--- config.mk ---
export PLATFORM = sky130hd
export DESIGN_NAME = diff_drive_odometry_unit_flat
export DESIGN_NICKNAME = d
export VERILOG_FILES = /design/src/rtl/core/ddo_pkg.sv /design/src/rtl/core/ddo_if.sv /design/src/rtl/core/ddo_mul.sv /design/src/rtl/core/ddo_div.sv /design/src/rtl/core/ddo_cordic.sv /design/src/rtl/core/diff_drive_odometry_unit.sv /design/src/flat_wrapper.sv
export SDC_FILE = /design/constraint.sdc
export NUM_CORES = 2
export LEC_CHECK = 0
export BUFFER_PORTS_ARGS = -buffer_cell sky130_fd_sc_hd__buf_2
export CAP_MARGIN = 20
export CORE_ASPECT_RATIO = 0.5
export CORE_UTILIZATION = 30
export DETAILED_ROUTE_END_ITERATION = 10
export PLACE_DENSITY = 0.42
export SLEW_MARGIN = 10
export SYNTH_ARGS = -nofsm -noshare
export SYNTH_HDL_FRONTEND = slang
export SYNTH_SLANG_ARGS = --single-unit
--- constraint.sdc ---
create_clock -name clk_i -period 10.6 [get_ports clk_i]
set_clock_uncertainty 0.05 [all_clocks]
set_input_delay 0.53 -clock clk_i [delete_from_list [all_inputs] [get_ports clk_i]]
set_output_delay 0.53 -clock clk_i [all_outputs]
set_load 0.02 [all_outputs]
--- src/rtl/core/ddo_pkg.sv ---
// Shared types, constants and tables of the differential-drive odometry unit.
// No dependencies; every other file of the block refers to it by scoped names.
`timescale 1ns / 1ps
package ddo_pkg;

  localparam int CordicStepsDef = 16;
  localparam int TickBitsDef    = 16;

  localparam int MulAW   = 36;
  localparam int MulBW   = 32;
  localparam int MulPW   = MulAW + MulBW;
  localparam int MulRW   = 56;
  localparam int DivNW   = 56;
  localparam int DivDW   = 24;
  localparam int CfgIdxW = 8;

  localparam logic [CfgIdxW-1:0] CfgMpt = CfgIdxW'(0);
  localparam logic [CfgIdxW-1:0] CfgIdt = CfgIdxW'(1);

  localparam logic [31:0] MptReset = 32'd2698577;
  localparam logic [31:0] IdtReset = 32'd99297;
  localparam logic [31:0] UsPerS   = 32'd1000000;
  localparam logic [DivDW-1:0] Q16TwoPi = DivDW'(411775);

  localparam logic signed [35:0] Q30Pi     = 36'sd3373259426;
  localparam logic signed [35:0] Q30HalfPi = 36'sd1686629713;
  localparam logic signed [35:0] Q30TwoPi  = 36'sd6746518852;
  localparam logic signed [33:0] CordicGain = 34'sd652032874;

  typedef enum logic [1:0] {
    SH_NONE = 2'd0,
    SH_16   = 2'd1,
    SH_17   = 2'd2,
    SH_30   = 2'd3
  } mul_sh_e;

  typedef struct packed {
    logic signed [15:0] left_ticks;
    logic signed [15:0] right_ticks;
    logic [23:0]        interval_us;
  } in_item_t;

  typedef struct packed {
    logic signed [31:0] pos_x;
    logic signed [31:0] pos_y;
    logic signed [19:0] heading;
    logic signed [31:0] linear_velocity;
    logic signed [31:0] turn_rate;
  } out_item_t;

  typedef struct packed {
    logic [CfgIdxW-1:0] index;
    logic [31:0]        value;
  } cfg_req_t;

  typedef struct packed {
    logic             start;
    logic [MulAW-1:0] a;
    logic [MulBW-1:0] b;
    mul_sh_e          sh;
  } mul_req_t;

  typedef struct packed {
    logic             done;
    logic [MulRW-1:0] res;
  } mul_rsp_t;

  typedef struct packed {
    logic             start;
    logic [DivNW-1:0] num;
    logic [DivDW-1:0] den;
  } div_req_t;

  typedef struct packed {
    logic             done;
    logic [DivNW-1:0] quo;
    logic [DivDW-1:0] rem;
  } div_rsp_t;

  // arctangent of 2^-i in Q2.30
  function automatic logic [31:0] atan_q30(input logic [4:0] i);
    logic [31:0] v;
    unique case (i)
      5'd0:  v = 32'd843314857;
      5'd1:  v = 32'd497837829;
      5'd2:  v = 32'd263043837;
      5'd3:  v = 32'd133525159;
      5'd4:  v = 32'd67021687;
      5'd5:  v = 32'd33543516;
      5'd6:  v = 32'd16775851;
      5'd7:  v = 32'd8388437;
      5'd8:  v = 32'd4194283;
      5'd9:  v = 32'd2097149;
      default: v = 32'd1 << (5'd30 - i);
    endcase
    return v;
  endfunction

endpackage

--- src/rtl/core/ddo_if.sv ---
// Valid/ready channel interfaces of the odometry unit: input, result and config.
// Depends on ddo_pkg for the payload types.
`timescale 1ns / 1ps
interface ddo_in_if;
  logic               valid;
  logic               ready;
  ddo_pkg::in_item_t  data;
  modport source (output valid, output data, input ready);
  modport sink (input valid, input data, output ready);
endinterface

interface ddo_out_if;
  logic               valid;
  logic               ready;
  ddo_pkg::out_item_t data;
  modport source (output valid, output data, input ready);
  modport sink (input valid, input data, output ready);
endinterface

interface ddo_cfg_if;
  logic              valid;
  logic              ready;
  ddo_pkg::cfg_req_t data;
  modport source (output valid, output data, input ready);
  modport sink (input valid, input data, output ready);
endinterface

--- src/rtl/core/ddo_mul.sv ---
// Bit-serial shift-add multiplier, one multiplier bit per cycle, with rounding shift.
// Depends on ddo_pkg.
`timescale 1ns / 1ps
module ddo_mul (
  input  logic              clk_i,
  input  logic              rst_ni,
  input  ddo_pkg::mul_req_t req_i,
  output ddo_pkg::mul_rsp_t rsp_o
);

  localparam logic [5:0] Steps = 6'(ddo_pkg::MulBW);

  logic                          busy_q, busy_d;
  logic [5:0]                    cnt_q, cnt_d;
  logic [ddo_pkg::MulAW-1:0]     a_q;
  logic [ddo_pkg::MulBW-1:0]     b_q;
  ddo_pkg::mul_sh_e              sh_q;
  logic [ddo_pkg::MulPW-1:0]     acc_q;
  logic [ddo_pkg::MulAW:0]       part;
  logic [ddo_pkg::MulPW-1:0]     half, rnd, shifted;

  always_comb begin
    part = {1'b0, acc_q[ddo_pkg::MulPW-1:ddo_pkg::MulBW]}
         + (b_q[0] ? {1'b0, a_q} : '0);
    unique case (sh_q)
      ddo_pkg::SH_NONE: half = '0;
      ddo_pkg::SH_16:   half = ddo_pkg::MulPW'(1) << 15;
      ddo_pkg::SH_17:   half = ddo_pkg::MulPW'(1) << 16;
      ddo_pkg::SH_30:   half = ddo_pkg::MulPW'(1) << 29;
      default:          half = '0;
    endcase
    rnd = acc_q + half;
    unique case (sh_q)
      ddo_pkg::SH_NONE: shifted = rnd;
      ddo_pkg::SH_16:   shifted = rnd >> 16;
      ddo_pkg::SH_17:   shifted = rnd >> 17;
      ddo_pkg::SH_30:   shifted = rnd >> 30;
      default:          shifted = rnd;
    endcase
    rsp_o.done = busy_q && (cnt_q == Steps);
    rsp_o.res  = shifted[ddo_pkg::MulRW-1:0];
  end

  always_comb begin
    busy_d = busy_q;
    cnt_d  = cnt_q;
    if (req_i.start) begin
      busy_d = 1'b1;
      cnt_d  = '0;
    end else if (busy_q) begin
      if (cnt_q == Steps) begin
        busy_d = 1'b0;
      end else begin
        cnt_d = cnt_q + 6'd1;
      end
    end
  end

  always_ff @(posedge clk_i or negedge rst_ni) begin
    if (!rst_ni) begin
      busy_q <= 1'b0;
      cnt_q  <= '0;
    end else begin
      busy_q <= busy_d;
      cnt_q  <= cnt_d;
    end
  end

  always_ff @(posedge clk_i) begin
    if (req_i.start) begin
      a_q   <= req_i.a;
      b_q   <= req_i.b;
      sh_q  <= req_i.sh;
      acc_q <= '0;
    end else if (busy_q && (cnt_q != Steps)) begin
      acc_q <= {part, acc_q[ddo_pkg::MulBW-1:1]};
      b_q   <= b_q >> 1;
    end
  end

endmodule

--- src/rtl/core/ddo_div.sv ---
// Restoring divider, one quotient bit per cycle, giving quotient and remainder.
// Depends on ddo_pkg.
`timescale 1ns / 1ps
module ddo_div (
  input  logic              clk_i,
  input  logic              rst_ni,
  input  ddo_pkg::div_req_t req_i,
  output ddo_pkg::div_rsp_t rsp_o
);

  localparam logic [5:0] Steps = 6'(ddo_pkg::DivNW);

  logic                      busy_q;
  logic [5:0]                cnt_q;
  logic [ddo_pkg::DivNW-1:0] num_q, quo_q;
  logic [ddo_pkg::DivDW-1:0] den_q, rem_q;
  logic [ddo_pkg::DivDW:0]   trial, diff;
  logic                      qbit;

  always_comb begin
    trial = {rem_q, num_q[ddo_pkg::DivNW-1]};
    diff  = trial - {1'b0, den_q};
    qbit  = (trial >= {1'b0, den_q});
    rsp_o.done = busy_q && (cnt_q == Steps);
    rsp_o.quo  = quo_q;
    rsp_o.rem  = rem_q;
  end

  always_ff @(posedge clk_i or negedge rst_ni) begin
    if (!rst_ni) begin
      busy_q <= 1'b0;
      cnt_q  <= '0;
    end else if (req_i.start) begin
      busy_q <= 1'b1;
      cnt_q  <= '0;
    end else if (busy_q) begin
      if (cnt_q == Steps) begin
        busy_q <= 1'b0;
      end else begin
        cnt_q <= cnt_q + 6'd1;
      end
    end
  end

  always_ff @(posedge clk_i) begin
    if (req_i.start) begin
      num_q <= req_i.num;
      den_q <= req_i.den;
      rem_q <= '0;
      quo_q <= '0;
    end else if (busy_q && (cnt_q != Steps)) begin
      rem_q <= qbit ? diff[ddo_pkg::DivDW-1:0] : trial[ddo_pkg::DivDW-1:0];
      quo_q <= {quo_q[ddo_pkg::DivNW-2:0], qbit};
      num_q <= num_q << 1;
    end
  end

endmodule

--- src/rtl/core/ddo_cordic.sv ---
// Rotation-mode CORDIC, one micro-rotation per cycle, cosine and sine in Q2.30.
// Depends on ddo_pkg for the angle constants and arctangent table.
`timescale 1ns / 1ps
module ddo_cordic #(
  parameter int CORDIC_STEPS = ddo_pkg::CordicStepsDef
) (
  input  logic               clk_i,
  input  logic               rst_ni,
  input  logic               start_i,
  input  logic signed [19:0] heading_i,
  output logic signed [33:0] cos_o,
  output logic signed [33:0] sin_o
);

  localparam int CntW = $clog2(CORDIC_STEPS + 1);
  localparam logic [CntW-1:0] Last = CntW'(CORDIC_STEPS);

  logic                   busy_q, flip_q;
  logic [CntW-1:0]        cnt_q;
  logic signed [33:0]     x_q, y_q, sx, sy;
  logic signed [35:0]     z_q, a0, a1, a2, step_ang;
  logic                   flip_d;

  always_comb begin
    a0 = {{2{heading_i[19]}}, heading_i, 14'b0};
    a1 = a0;
    if (a1 > ddo_pkg::Q30Pi) begin
      a1 = a1 - ddo_pkg::Q30TwoPi;
    end
    if (a1 < -ddo_pkg::Q30Pi) begin
      a1 = a1 + ddo_pkg::Q30TwoPi;
    end
    a2     = a1;
    flip_d = 1'b0;
    if (a1 > ddo_pkg::Q30HalfPi) begin
      a2     = a1 - ddo_pkg::Q30Pi;
      flip_d = 1'b1;
    end else if (a1 < -ddo_pkg::Q30HalfPi) begin
      a2     = a1 + ddo_pkg::Q30Pi;
      flip_d = 1'b1;
    end
    sx       = x_q >>> cnt_q;
    sy       = y_q >>> cnt_q;
    step_ang = $signed({4'b0, ddo_pkg::atan_q30(5'(cnt_q))});
    cos_o    = flip_q ? -x_q : x_q;
    sin_o    = flip_q ? -y_q : y_q;
  end

  always_ff @(posedge clk_i or negedge rst_ni) begin
    if (!rst_ni) begin
      busy_q <= 1'b0;
      cnt_q  <= '0;
    end else if (start_i) begin
      busy_q <= 1'b1;
      cnt_q  <= '0;
    end else if (busy_q) begin
      if (cnt_q == Last) begin
        busy_q <= 1'b0;
      end else begin
        cnt_q <= cnt_q + CntW'(1);
      end
    end
  end

  always_ff @(posedge clk_i) begin
    if (start_i) begin
      x_q    <= ddo_pkg::CordicGain;
      y_q    <= '0;
      z_q    <= a2;
      flip_q <= flip_d;
    end else if (busy_q && (cnt_q != Last)) begin
      if (!z_q[35]) begin
        x_q <= x_q - sy;
        y_q <= y_q + sx;
        z_q <= z_q - step_ang;
      end else begin
        x_q <= x_q + sy;
        y_q <= y_q - sx;
        z_q <= z_q + step_ang;
      end
    end
  end

endmodule

--- src/rtl/core/diff_drive_odometry_unit.sv ---
// Top level of the differential-drive odometry unit: sequencer, state and result register.
// Depends on ddo_pkg, ddo_if, ddo_mul, ddo_div and ddo_cordic.
//
// Usage:
//   in_i   takes one request of left/right tick counts and interval in microseconds.
//   out_o  gives position, heading and velocities once for each request with a
//          nonzero interval; a zero interval is taken and produces nothing.
//   cfg_i  writes meters_per_tick (index 0) or inverse_double_track (index 1);
//          other indexes are ignored. Write only while the unit is idle.
// Timing:
//   each request passes through the serial multiplier (seven products) and the
//   serial divider (three divisions), used in turn, from acceptance to a valid
//   result; the next request is taken only after the unit is back in idle.
//   in_i.ready is high only while no request is in work; a new request may be
//   taken while the last result still waits in the output register.
// Reset:
//   position and heading clear to zero, registers return to their defaults.
//   A stalled receiver holds the result; the next one waits in the sequencer.
`timescale 1ns / 1ps
module diff_drive_odometry_unit #(
  parameter int CORDIC_STEPS = ddo_pkg::CordicStepsDef,
  parameter int TICK_BITS    = ddo_pkg::TickBitsDef
) (
  input  logic clk_i,
  input  logic rst_ni,
  ddo_in_if.sink    in_i,
  ddo_out_if.source out_o,
  ddo_cfg_if.sink   cfg_i
);

  localparam bit HasSign = (TICK_BITS <= 16);
  localparam int SignIdx = HasSign ? TICK_BITS - 1 : 0;

  typedef enum logic [11:0] {
    S_IDLE = 12'b000000000001,
    S_MD   = 12'b000000000010,
    S_ME   = 12'b000000000100,
    S_MT   = 12'b000000001000,
    S_MX   = 12'b000000010000,
    S_MY   = 12'b000000100000,
    S_MVL  = 12'b000001000000,
    S_DVL  = 12'b000010000000,
    S_MVA  = 12'b000100000000,
    S_DVA  = 12'b001000000000,
    S_DH   = 12'b010000000000,
    S_FIN  = 12'b100000000000
  } state_e;

  state_e             state_q, state_d;
  logic               st_q, st_d;
  logic               out_valid_q;
  ddo_pkg::out_item_t out_q;
  logic [31:0]        mpt_q, idt_q;
  logic signed [31:0] x_q, y_q;
  logic signed [19:0] h_q;

  logic [17:0]        lt_ext, rt_ext, lt_pad, rt_pad;
  logic signed [17:0] tsum, tdiff;
  logic               take, fin_go;

  logic [17:0]        summag_q, diffmag_q;
  logic               sneg_q, tneg_q;
  logic [23:0]        t_q;
  logic [35:0]        dmag_q, emag_q;
  logic [51:0]        tmag_q;
  logic signed [35:0] dx_q, dy_q;
  logic [ddo_pkg::DivNW-1:0] num_q;
  logic [31:0]        lin_q, ang_q;
  logic signed [19:0] hnew_q;

  logic signed [33:0] cos_w, sin_w, cos_abs, sin_abs;
  logic signed [52:0] hsum, hmag;
  logic signed [36:0] xs, ys;
  logic signed [31:0] x_new, y_new;
  logic               tbig;

  ddo_pkg::mul_req_t mul_req;
  ddo_pkg::mul_rsp_t mul_rsp;
  ddo_pkg::div_req_t div_req;
  ddo_pkg::div_rsp_t div_rsp;

  function automatic logic [31:0] sat_rate(input logic [ddo_pkg::DivNW-1:0] q,
                                           input logic neg, input logic big);
    logic [31:0] v;
    if (big || (q[ddo_pkg::DivNW-1:31] != '0)) begin
      v = neg ? 32'h8000_0000 : 32'h7fff_ffff;
    end else begin
      v = neg ? -q[31:0] : q[31:0];
    end
    return v;
  endfunction

  function automatic logic signed [31:0] sat32(input logic signed [36:0] v);
    logic signed [31:0] r;
    if (v > 37'sd2147483647) begin
      r = 32'sh7fff_ffff;
    end else if (v < -37'sd2147483648) begin
      r = 32'sh8000_0000;
    end else begin
      r = v[31:0];
    end
    return r;
  endfunction

  // tick sign extension from the configured width
  always_comb begin
    lt_pad = {2'b00, in_i.data.left_ticks};
    rt_pad = {2'b00, in_i.data.right_ticks};
    for (int k = 0; k < 18; k++) begin
      if (!HasSign || (k < TICK_BITS - 1)) begin
        lt_ext[k] = lt_pad[k];
        rt_ext[k] = rt_pad[k];
      end else begin
        lt_ext[k] = lt_pad[SignIdx];
        rt_ext[k] = rt_pad[SignIdx];
      end
    end
    tsum  = $signed(lt_ext) + $signed(rt_ext);
    tdiff = $signed(rt_ext) - $signed(lt_ext);
  end

  assign in_i.ready  = (state_q == S_IDLE);
  assign cfg_i.ready = 1'b1;
  assign take        = in_i.valid && in_i.ready;
  assign fin_go      = (state_q == S_FIN) && (!out_valid_q || out_o.ready);
  assign out_o.valid = out_valid_q;
  assign out_o.data  = out_q;

  always_comb begin
    cos_abs = cos_w[33] ? -cos_w : cos_w;
    sin_abs = sin_w[33] ? -sin_w : sin_w;
    hsum    = 53'(h_q) + (tneg_q ? -$signed({1'b0, tmag_q}) : $signed({1'b0, tmag_q}));
    hmag    = hsum[52] ? -hsum : hsum;
    tbig    = (tmag_q[51:36] != '0);
    xs      = 37'(x_q) + 37'(dx_q);
    ys      = 37'(y_q) + 37'(dy_q);
    x_new   = sat32(xs);
    y_new   = sat32(ys);
  end

  // sequencer
  always_comb begin
    state_d = state_q;
    st_d    = 1'b0;
    unique case (state_q)
      S_IDLE: begin
        if (take && (in_i.data.interval_us != '0)) begin
          state_d = S_MD;
          st_d    = 1'b1;
        end
      end
      S_MD:  if (mul_rsp.done) begin state_d = S_ME;  st_d = 1'b1; end
      S_ME:  if (mul_rsp.done) begin state_d = S_MT;  st_d = 1'b1; end
      S_MT:  if (mul_rsp.done) begin state_d = S_MX;  st_d = 1'b1; end
      S_MX:  if (mul_rsp.done) begin state_d = S_MY;  st_d = 1'b1; end
      S_MY:  if (mul_rsp.done) begin state_d = S_MVL; st_d = 1'b1; end
      S_MVL: if (mul_rsp.done) begin state_d = S_DVL; st_d = 1'b1; end
      S_DVL: if (div_rsp.done) begin state_d = S_MVA; st_d = 1'b1; end
      S_MVA: if (mul_rsp.done) begin state_d = S_DVA; st_d = 1'b1; end
      S_DVA: if (div_rsp.done) begin state_d = S_DH;  st_d = 1'b1; end
      S_DH:  if (div_rsp.done) begin state_d = S_FIN; end
      S_FIN: if (fin_go) begin state_d = S_IDLE; end
      default: state_d = S_IDLE;
    endcase
  end

  // operand selection for the shared units
  always_comb begin
    mul_req.start = st_q && (state_q != S_DVL) && (state_q != S_DVA)
                    && (state_q != S_DH);
    mul_req.a     = '0;
    mul_req.b     = '0;
    mul_req.sh    = ddo_pkg::SH_NONE;
    unique case (state_q)
      S_MD:  begin mul_req.a = 36'(summag_q);  mul_req.b = mpt_q;
                   mul_req.sh = ddo_pkg::SH_17; end
      S_ME:  begin mul_req.a = 36'(diffmag_q); mul_req.b = mpt_q;
                   mul_req.sh = ddo_pkg::SH_16; end
      S_MT:  begin mul_req.a = emag_q;         mul_req.b = idt_q;
                   mul_req.sh = ddo_pkg::SH_16; end
      S_MX:  begin mul_req.a = dmag_q;         mul_req.b = cos_abs[31:0];
                   mul_req.sh = ddo_pkg::SH_30; end
      S_MY:  begin mul_req.a = dmag_q;         mul_req.b = sin_abs[31:0];
                   mul_req.sh = ddo_pkg::SH_30; end
      S_MVL: begin mul_req.a = dmag_q;         mul_req.b = ddo_pkg::UsPerS; end
      S_MVA: begin mul_req.a = tmag_q[35:0];   mul_req.b = ddo_pkg::UsPerS; end
      default: ;
    endcase
    div_req.start = st_q && ((state_q == S_DVL) || (state_q == S_DVA)
                    || (state_q == S_DH));
    div_req.num   = (state_q == S_DH) ? ddo_pkg::DivNW'(hmag[51:0]) : num_q;
    div_req.den   = (state_q == S_DH) ? ddo_pkg::Q16TwoPi : t_q;
  end

  ddo_mul u_mul (
    .clk_i  (clk_i),
    .rst_ni (rst_ni),
    .req_i  (mul_req),
    .rsp_o  (mul_rsp)
  );

  ddo_div u_div (
    .clk_i  (clk_i),
    .rst_ni (rst_ni),
    .req_i  (div_req),
    .rsp_o  (div_rsp)
  );

  ddo_cordic #(
    .CORDIC_STEPS (CORDIC_STEPS)
  ) u_cordic (
    .clk_i     (clk_i),
    .rst_ni    (rst_ni),
    .start_i   (take && (in_i.data.interval_us != '0)),
    .heading_i (h_q),
    .cos_o     (cos_w),
    .sin_o     (sin_w)
  );

  always_ff @(posedge clk_i or negedge rst_ni) begin
    if (!rst_ni) begin
      state_q     <= S_IDLE;
      st_q        <= 1'b0;
      out_valid_q <= 1'b0;
      mpt_q       <= ddo_pkg::MptReset;
      idt_q       <= ddo_pkg::IdtReset;
      x_q         <= '0;
      y_q         <= '0;
      h_q         <= '0;
    end else begin
      state_q <= state_d;
      st_q    <= st_d;
      if (fin_go) begin
        out_valid_q <= 1'b1;
        x_q         <= x_new;
        y_q         <= y_new;
        h_q         <= hnew_q;
      end else if (out_o.ready) begin
        out_valid_q <= 1'b0;
      end
      if (cfg_i.valid) begin
        if (cfg_i.data.index == ddo_pkg::CfgMpt) begin
          mpt_q <= cfg_i.data.value;
        end else if (cfg_i.data.index == ddo_pkg::CfgIdt) begin
          idt_q <= cfg_i.data.value;
        end
      end
    end
  end

  always_ff @(posedge clk_i) begin
    if (take) begin
      summag_q  <= tsum[17] ? 18'(-tsum) : 18'(tsum);
      diffmag_q <= tdiff[17] ? 18'(-tdiff) : 18'(tdiff);
      sneg_q    <= tsum[17];
      tneg_q    <= tdiff[17];
      t_q       <= in_i.data.interval_us;
    end
    if (mul_rsp.done) begin
      unique case (state_q)
        S_MD: dmag_q <= mul_rsp.res[35:0];
        S_ME: emag_q <= mul_rsp.res[35:0];
        S_MT: tmag_q <= mul_rsp.res[51:0];
        S_MX: dx_q <= (sneg_q ^ cos_w[33]) ? -$signed(mul_rsp.res[35:0])
                                           : $signed(mul_rsp.res[35:0]);
        S_MY: dy_q <= (sneg_q ^ sin_w[33]) ? -$signed(mul_rsp.res[35:0])
                                           : $signed(mul_rsp.res[35:0]);
        S_MVL, S_MVA: num_q <= mul_rsp.res + ddo_pkg::DivNW'(t_q >> 1);
        default: ;
      endcase
    end
    if (div_rsp.done) begin
      unique case (state_q)
        S_DVL: lin_q <= sat_rate(div_rsp.quo, sneg_q, 1'b0);
        S_DVA: ang_q <= sat_rate(div_rsp.quo, tneg_q, tbig);
        S_DH:  hnew_q <= hsum[52] ? -$signed(div_rsp.rem[19:0])
                                  : $signed(div_rsp.rem[19:0]);
        default: ;
      endcase
    end
    if (fin_go) begin
      out_q.pos_x           <= x_new;
      out_q.pos_y           <= y_new;
      out_q.heading         <= hnew_q;
      out_q.linear_velocity <= lin_q;
      out_q.turn_rate       <= ang_q;
    end
  end

endmodule

--- src/flat_wrapper.sv ---
// flat-port wrapper written by rule: the top's interface ports become plain ports
module diff_drive_odometry_unit_flat 
#(
  parameter int CORDIC_STEPS = ddo_pkg::CordicStepsDef,
  parameter int TICK_BITS    = ddo_pkg::TickBitsDef
)
  (clk_i, rst_ni, in_i_valid, in_i_data, in_i_ready, out_o_valid, out_o_data, out_o_ready, cfg_i_valid, cfg_i_data, cfg_i_ready);
  ddo_in_if in_i_i ();
  ddo_out_if out_o_i ();
  ddo_cfg_if cfg_i_i ();
  input  logic clk_i;
  input  logic rst_ni;
  input wire logic [$bits(in_i_i.valid)-1:0] in_i_valid;
  input wire logic [$bits(in_i_i.data)-1:0] in_i_data;
  output wire logic [$bits(in_i_i.ready)-1:0] in_i_ready;
  output wire logic [$bits(out_o_i.valid)-1:0] out_o_valid;
  output wire logic [$bits(out_o_i.data)-1:0] out_o_data;
  input wire logic [$bits(out_o_i.ready)-1:0] out_o_ready;
  input wire logic [$bits(cfg_i_i.valid)-1:0] cfg_i_valid;
  input wire logic [$bits(cfg_i_i.data)-1:0] cfg_i_data;
  output wire logic [$bits(cfg_i_i.ready)-1:0] cfg_i_ready;
  assign in_i_i.valid = in_i_valid;
  assign in_i_i.data = in_i_data;
  assign in_i_ready = in_i_i.ready;
  assign out_o_valid = out_o_i.valid;
  assign out_o_data = out_o_i.data;
  assign out_o_i.ready = out_o_ready;
  assign cfg_i_i.valid = cfg_i_valid;
  assign cfg_i_i.data = cfg_i_data;
  assign cfg_i_ready = cfg_i_i.ready;
  diff_drive_odometry_unit #(.CORDIC_STEPS(CORDIC_STEPS), .TICK_BITS(TICK_BITS)) u_core (.clk_i(clk_i), .rst_ni(rst_ni), .in_i(in_i_i), .out_o(out_o_i), .cfg_i(cfg_i_i));
endmodule
==> results.toml <==
[status]
result_of_the_run = "finished clean"

[sta]
timing.fmax_ghz = 0.119
grt_setup_unrepaired = "no"
final.period_utilization = 0.792
final_hold_viol_count = 0
setup_tns_ns = 0
slew_violations = 0
worst_slew_margin_rel = 0.253
fin_crit_ns = 8.40
tightest_slew_ns = 1.11
setup-violations-final = 0

[route]
drt_pre_antenna_iters = 6
drt-total-wl_um = 293000
detailroute.via_count = 67000
route.detailed.vias_per_inst = 5.41
ant_nets = 0
routed_wire_length_per_instance_um = 23.7
1st_iter_drt_viols = 5781
drc = 0

[floorplanning]
floorplan.rows = 133
start_util = 0.302
ios = 252
die_height_um = 366
design.die.area_um2 = 268000
chip_width_um = 731
coreArea_um2 = 263000

[pwr]
vdd_ir_drop_max_mv = 0.226
power.switching_uw = 11700
p_int_uw = 13900
share_seq_of_total_power = 0.249
comb_power_share = 0.577
power_density_nw_per_um2 = 286
leakagePower_uw = 0.0348
post-layout-total-power_uw = 25500
clockPowerShare = 0.174
power_switching_share = 0.457

[synth]
synth_cell_types = 120
postSynthCellCount = 8660
post_synth_instance_area_um2 = 79700
async_reset_ff_frac = 0.161
ys_ff_latch = 1130
synth.yosys.warnings = 0
synth-edff-count = 732
top_ff_cell_synth = "edfxtp_1"
syn_area_per_cell_um2 = 9.20
synth.yosys.seq_area_share = 0.388

[clocking]
cts_hold_buf = 57
clock_root_buffer_master = "clkbuf_16"
cts_tree = "yes"
h-tree-depth = 3
cts_repair_resize_count = 0
cts_buffers = 115
postCtsSetupBuffers = 0
clk_transition_reported_paths_ns = 0.07
clock_sink_count = 1130
worst_skew_pair.late_latency_ns = 0.81
clock_tree.buffer_depth = 3

[setup_path]
critPathArrivalTime_ns = 8.79
crit_path_end_kind = "register"
cp_data_required_time_ns = 10.99
timing_worst_setup_path_type = "register to register"
startpoint_type = "register"
critical_path_peak_fanout = 49

[cells_and_area]
final_layout_net_count = 9264
flow.area_growth_from_synthesis_pct = 12.3
filler_cell_count = 27200
layout.cells.most_common_list = "901 x nand2_1, 762 x a21oi_1, 732 x edfxtp_1"
layout.cells.most_common = "nand2_1"
final_layout_size_suffix_gt1_frac = 0.114

[place]
detailedPlacementHpwl_um = 219000
port-buffer-count = 250
place_congestion = 0.891

[global_route]
number_of_global_route_vias_before_repair = 63400
grt_antenna_before_repair = 17
grt_first_pass_wirelength_um = 432000
global_routing_usage_summed_across_all_routing_layers = 0.212
pin_count_of_the_biggest_net_entering_global_routing = 115
globalRoute.totalOverflow = 0

[flow_run]
maxCapViolations = 0

[min_path]
hold_path_class = "input port to register"
[path summary, 6_finish.rpt]
path | endpoint | slack (ns) | start | cells after the start
min in group asynchronous | u_core.h_q[9]$_DFFE_PN0P_ | 0.34 | rst_ni | 2
setup reg to reg | u_core.u_cordic.z_q[35]$_DFFE_PP_ | 2.20 | u_core.u_cordic.cnt_q[0]$_DFFE_PN0P_ | 27
setup / recovery | u_core.u_cordic.z_q[35]$_DFFE_PP_ | 2.20 | u_core.u_cordic.cnt_q[0]$_DFFE_PN0P_ | 27
hold / removal | u_core.out_o.valid$_DFFE_PN0P_ | 0.19 | out_o_ready | 4
hold reg to reg | u_core.out_o.data[26]$_DFFE_PP_ | 0.36 | u_core.ang_q[26]$_DFFE_PP_ | 0
max in group asynchronous | u_core.idt_q[17]$_DFFE_PN0P_ | 8.01 | rst_ni | 4
[synth_stat cells, types with 28 or more instances]
master / count / share of area
o21a_1: 75 / 0.0071
mux4_2: 99 / 0.028
nor3b_1: 30 / 0.0028
or2_2: 37 / 0.0029
xnor2_1: 523 / 0.058
mux2_2: 145 / 0.020
a21oi_1: 762 / 0.048
buf_1: 42 / 0.0020
a211oi_1: 85 / 0.0080
dfxtp_1: 216 / 0.054
xor2_1: 283 / 0.031
nor4_1: 75 / 0.0059
mux2i_1: 73 / 0.0092
o41ai_1: 28 / 0.0031
or3_1: 95 / 0.0075
o21ai_0: 548 / 0.034
o211ai_1: 62 / 0.0058
and3_1: 127 / 0.010
nand3_1: 191 / 0.012
clkbuf_1: 374 / 0.018
nand2b_1: 114 / 0.0090
a21o_1: 159 / 0.015
a31oi_1: 92 / 0.0072
a21boi_0: 32 / 0.0030
ha_1: 386 / 0.061
a22oi_1: 62 / 0.0058
buf_2: 33 / 0.0021
or4_1: 44 / 0.0041
o31ai_1: 73 / 0.0069
nand4_1: 70 / 0.0055
nor2b_1: 79 / 0.0062
nor2_1: 669 / 0.032
nand2_1: 905 / 0.043
o21bai_1: 53 / 0.0050
and2_1: 124 / 0.0097
a221o_1: 55 / 0.0069
nor3_1: 174 / 0.011
dfrtp_1: 163 / 0.051
inv_1: 297 / 0.014
edfxtp_1: 732 / 0.28
[per-stage QoR]
step                hold WS [ns]  cells  cell area, um^2   util  worst slack [ns]
floorplan                  0.184   8661            79700      -              3.15
global placement           0.353  12100            84800  0.322              2.46
detailed placement         0.355  12100            84800  0.322              2.39
CTS                        0.114  12400            89400  0.339              2.27
global route               0.162  12400            89400  0.340              1.52
finish                     0.187  12400            89400  0.340              2.20
[routing by layer]
metal  part of all wire  GRT usage  vias to the layer above  wire (um)
met2               0.43      0.323                     1642     127000
met3              0.052     0.0265                      274      15100
met4              0.022     0.0443                        2       6390
met1               0.49      0.319                    33100     144000
met5           0.000044          0                        -         13
li1                   -          -                    32000          -
[final cells by class]
cell class	count	area (um^2)	share of cell area
clock inverters	87	1010	0.0113
inverters	306	1150	0.0129
multi-input cells	6760	46000	0.514
clock buffers	133	3020	0.0337
flip-flops and latches	1130	30900	0.345
diodes	2	5.00	0.0000560
repair buffers	452	2960	0.0331
well taps	3510	4390	0.0491
[flip-flops by register name, summed over array words and instances, names as in the netlist, 52 cells and up]
signal,cells
u_core.u_div.num_q,56
u_core.u_mul.acc_q,68
u_core.u_div.quo_q,56
u_core.num_q,56
u_core.tmag_q,52
u_core.out_o.data,148
[logic make-up (layout without fill, tap and decap cells)]
logic type | after synthesis | after routing | share of synthesized area
compound gates | 2402 | 2402 | 0.193
simple gates | 2834 | 2834 | 0.172
xor+xnor | 806 | 806 | 0.0886
buf+inv | 771 | 978 | 0.0377
flops | 1130 | 1130 | 0.388
other cells | 2 | 5 | 0.0000943
mux | 317 | 317 | 0.0577
fa+ha+maj | 398 | 398 | 0.0636
[worst max-delay path, stage by stage (launching register included)]
cell	delay, ns
dfrtp_4	0.97
inv_1	0.20
ha_1	0.51
o21bai_1	0.35
o22a_1	0.18
nor2_1	0.10
nor3_1	0.52
o21ai_0	0.32
nor4_1	0.46
or3b_2	0.49
nand2b_1	0.19
nor2_1	0.19
a31oi_1	0.13
xnor2_1	0.19
ha_1	0.38
and4_1	0.24
nand2_1	0.11
a211oi_1	0.05
a221oi_1	0.49
a221oi_1	0.22
a31o_2	0.31
a21o_1	0.18
a21o_1	0.19
a21o_1	0.19
a41o_1	0.26
o41ai_1	0.30
xnor2_1	0.17
a32oi_1	0.06
[power by group through the flow]
stage | clock network (uW) | registers [uW] | logic (uW)
finish | 4450 | 6370 | 14700
detailed placement | 0 | 6450 | 14500
global placement | 0 | 6450 | 14600
floorplan | 0 | 5840 | 10900
CTS | 4580 | 6360 | 14700
global route | 4750 | 6410 | 16200
Power figures use the tool's default switching activity.
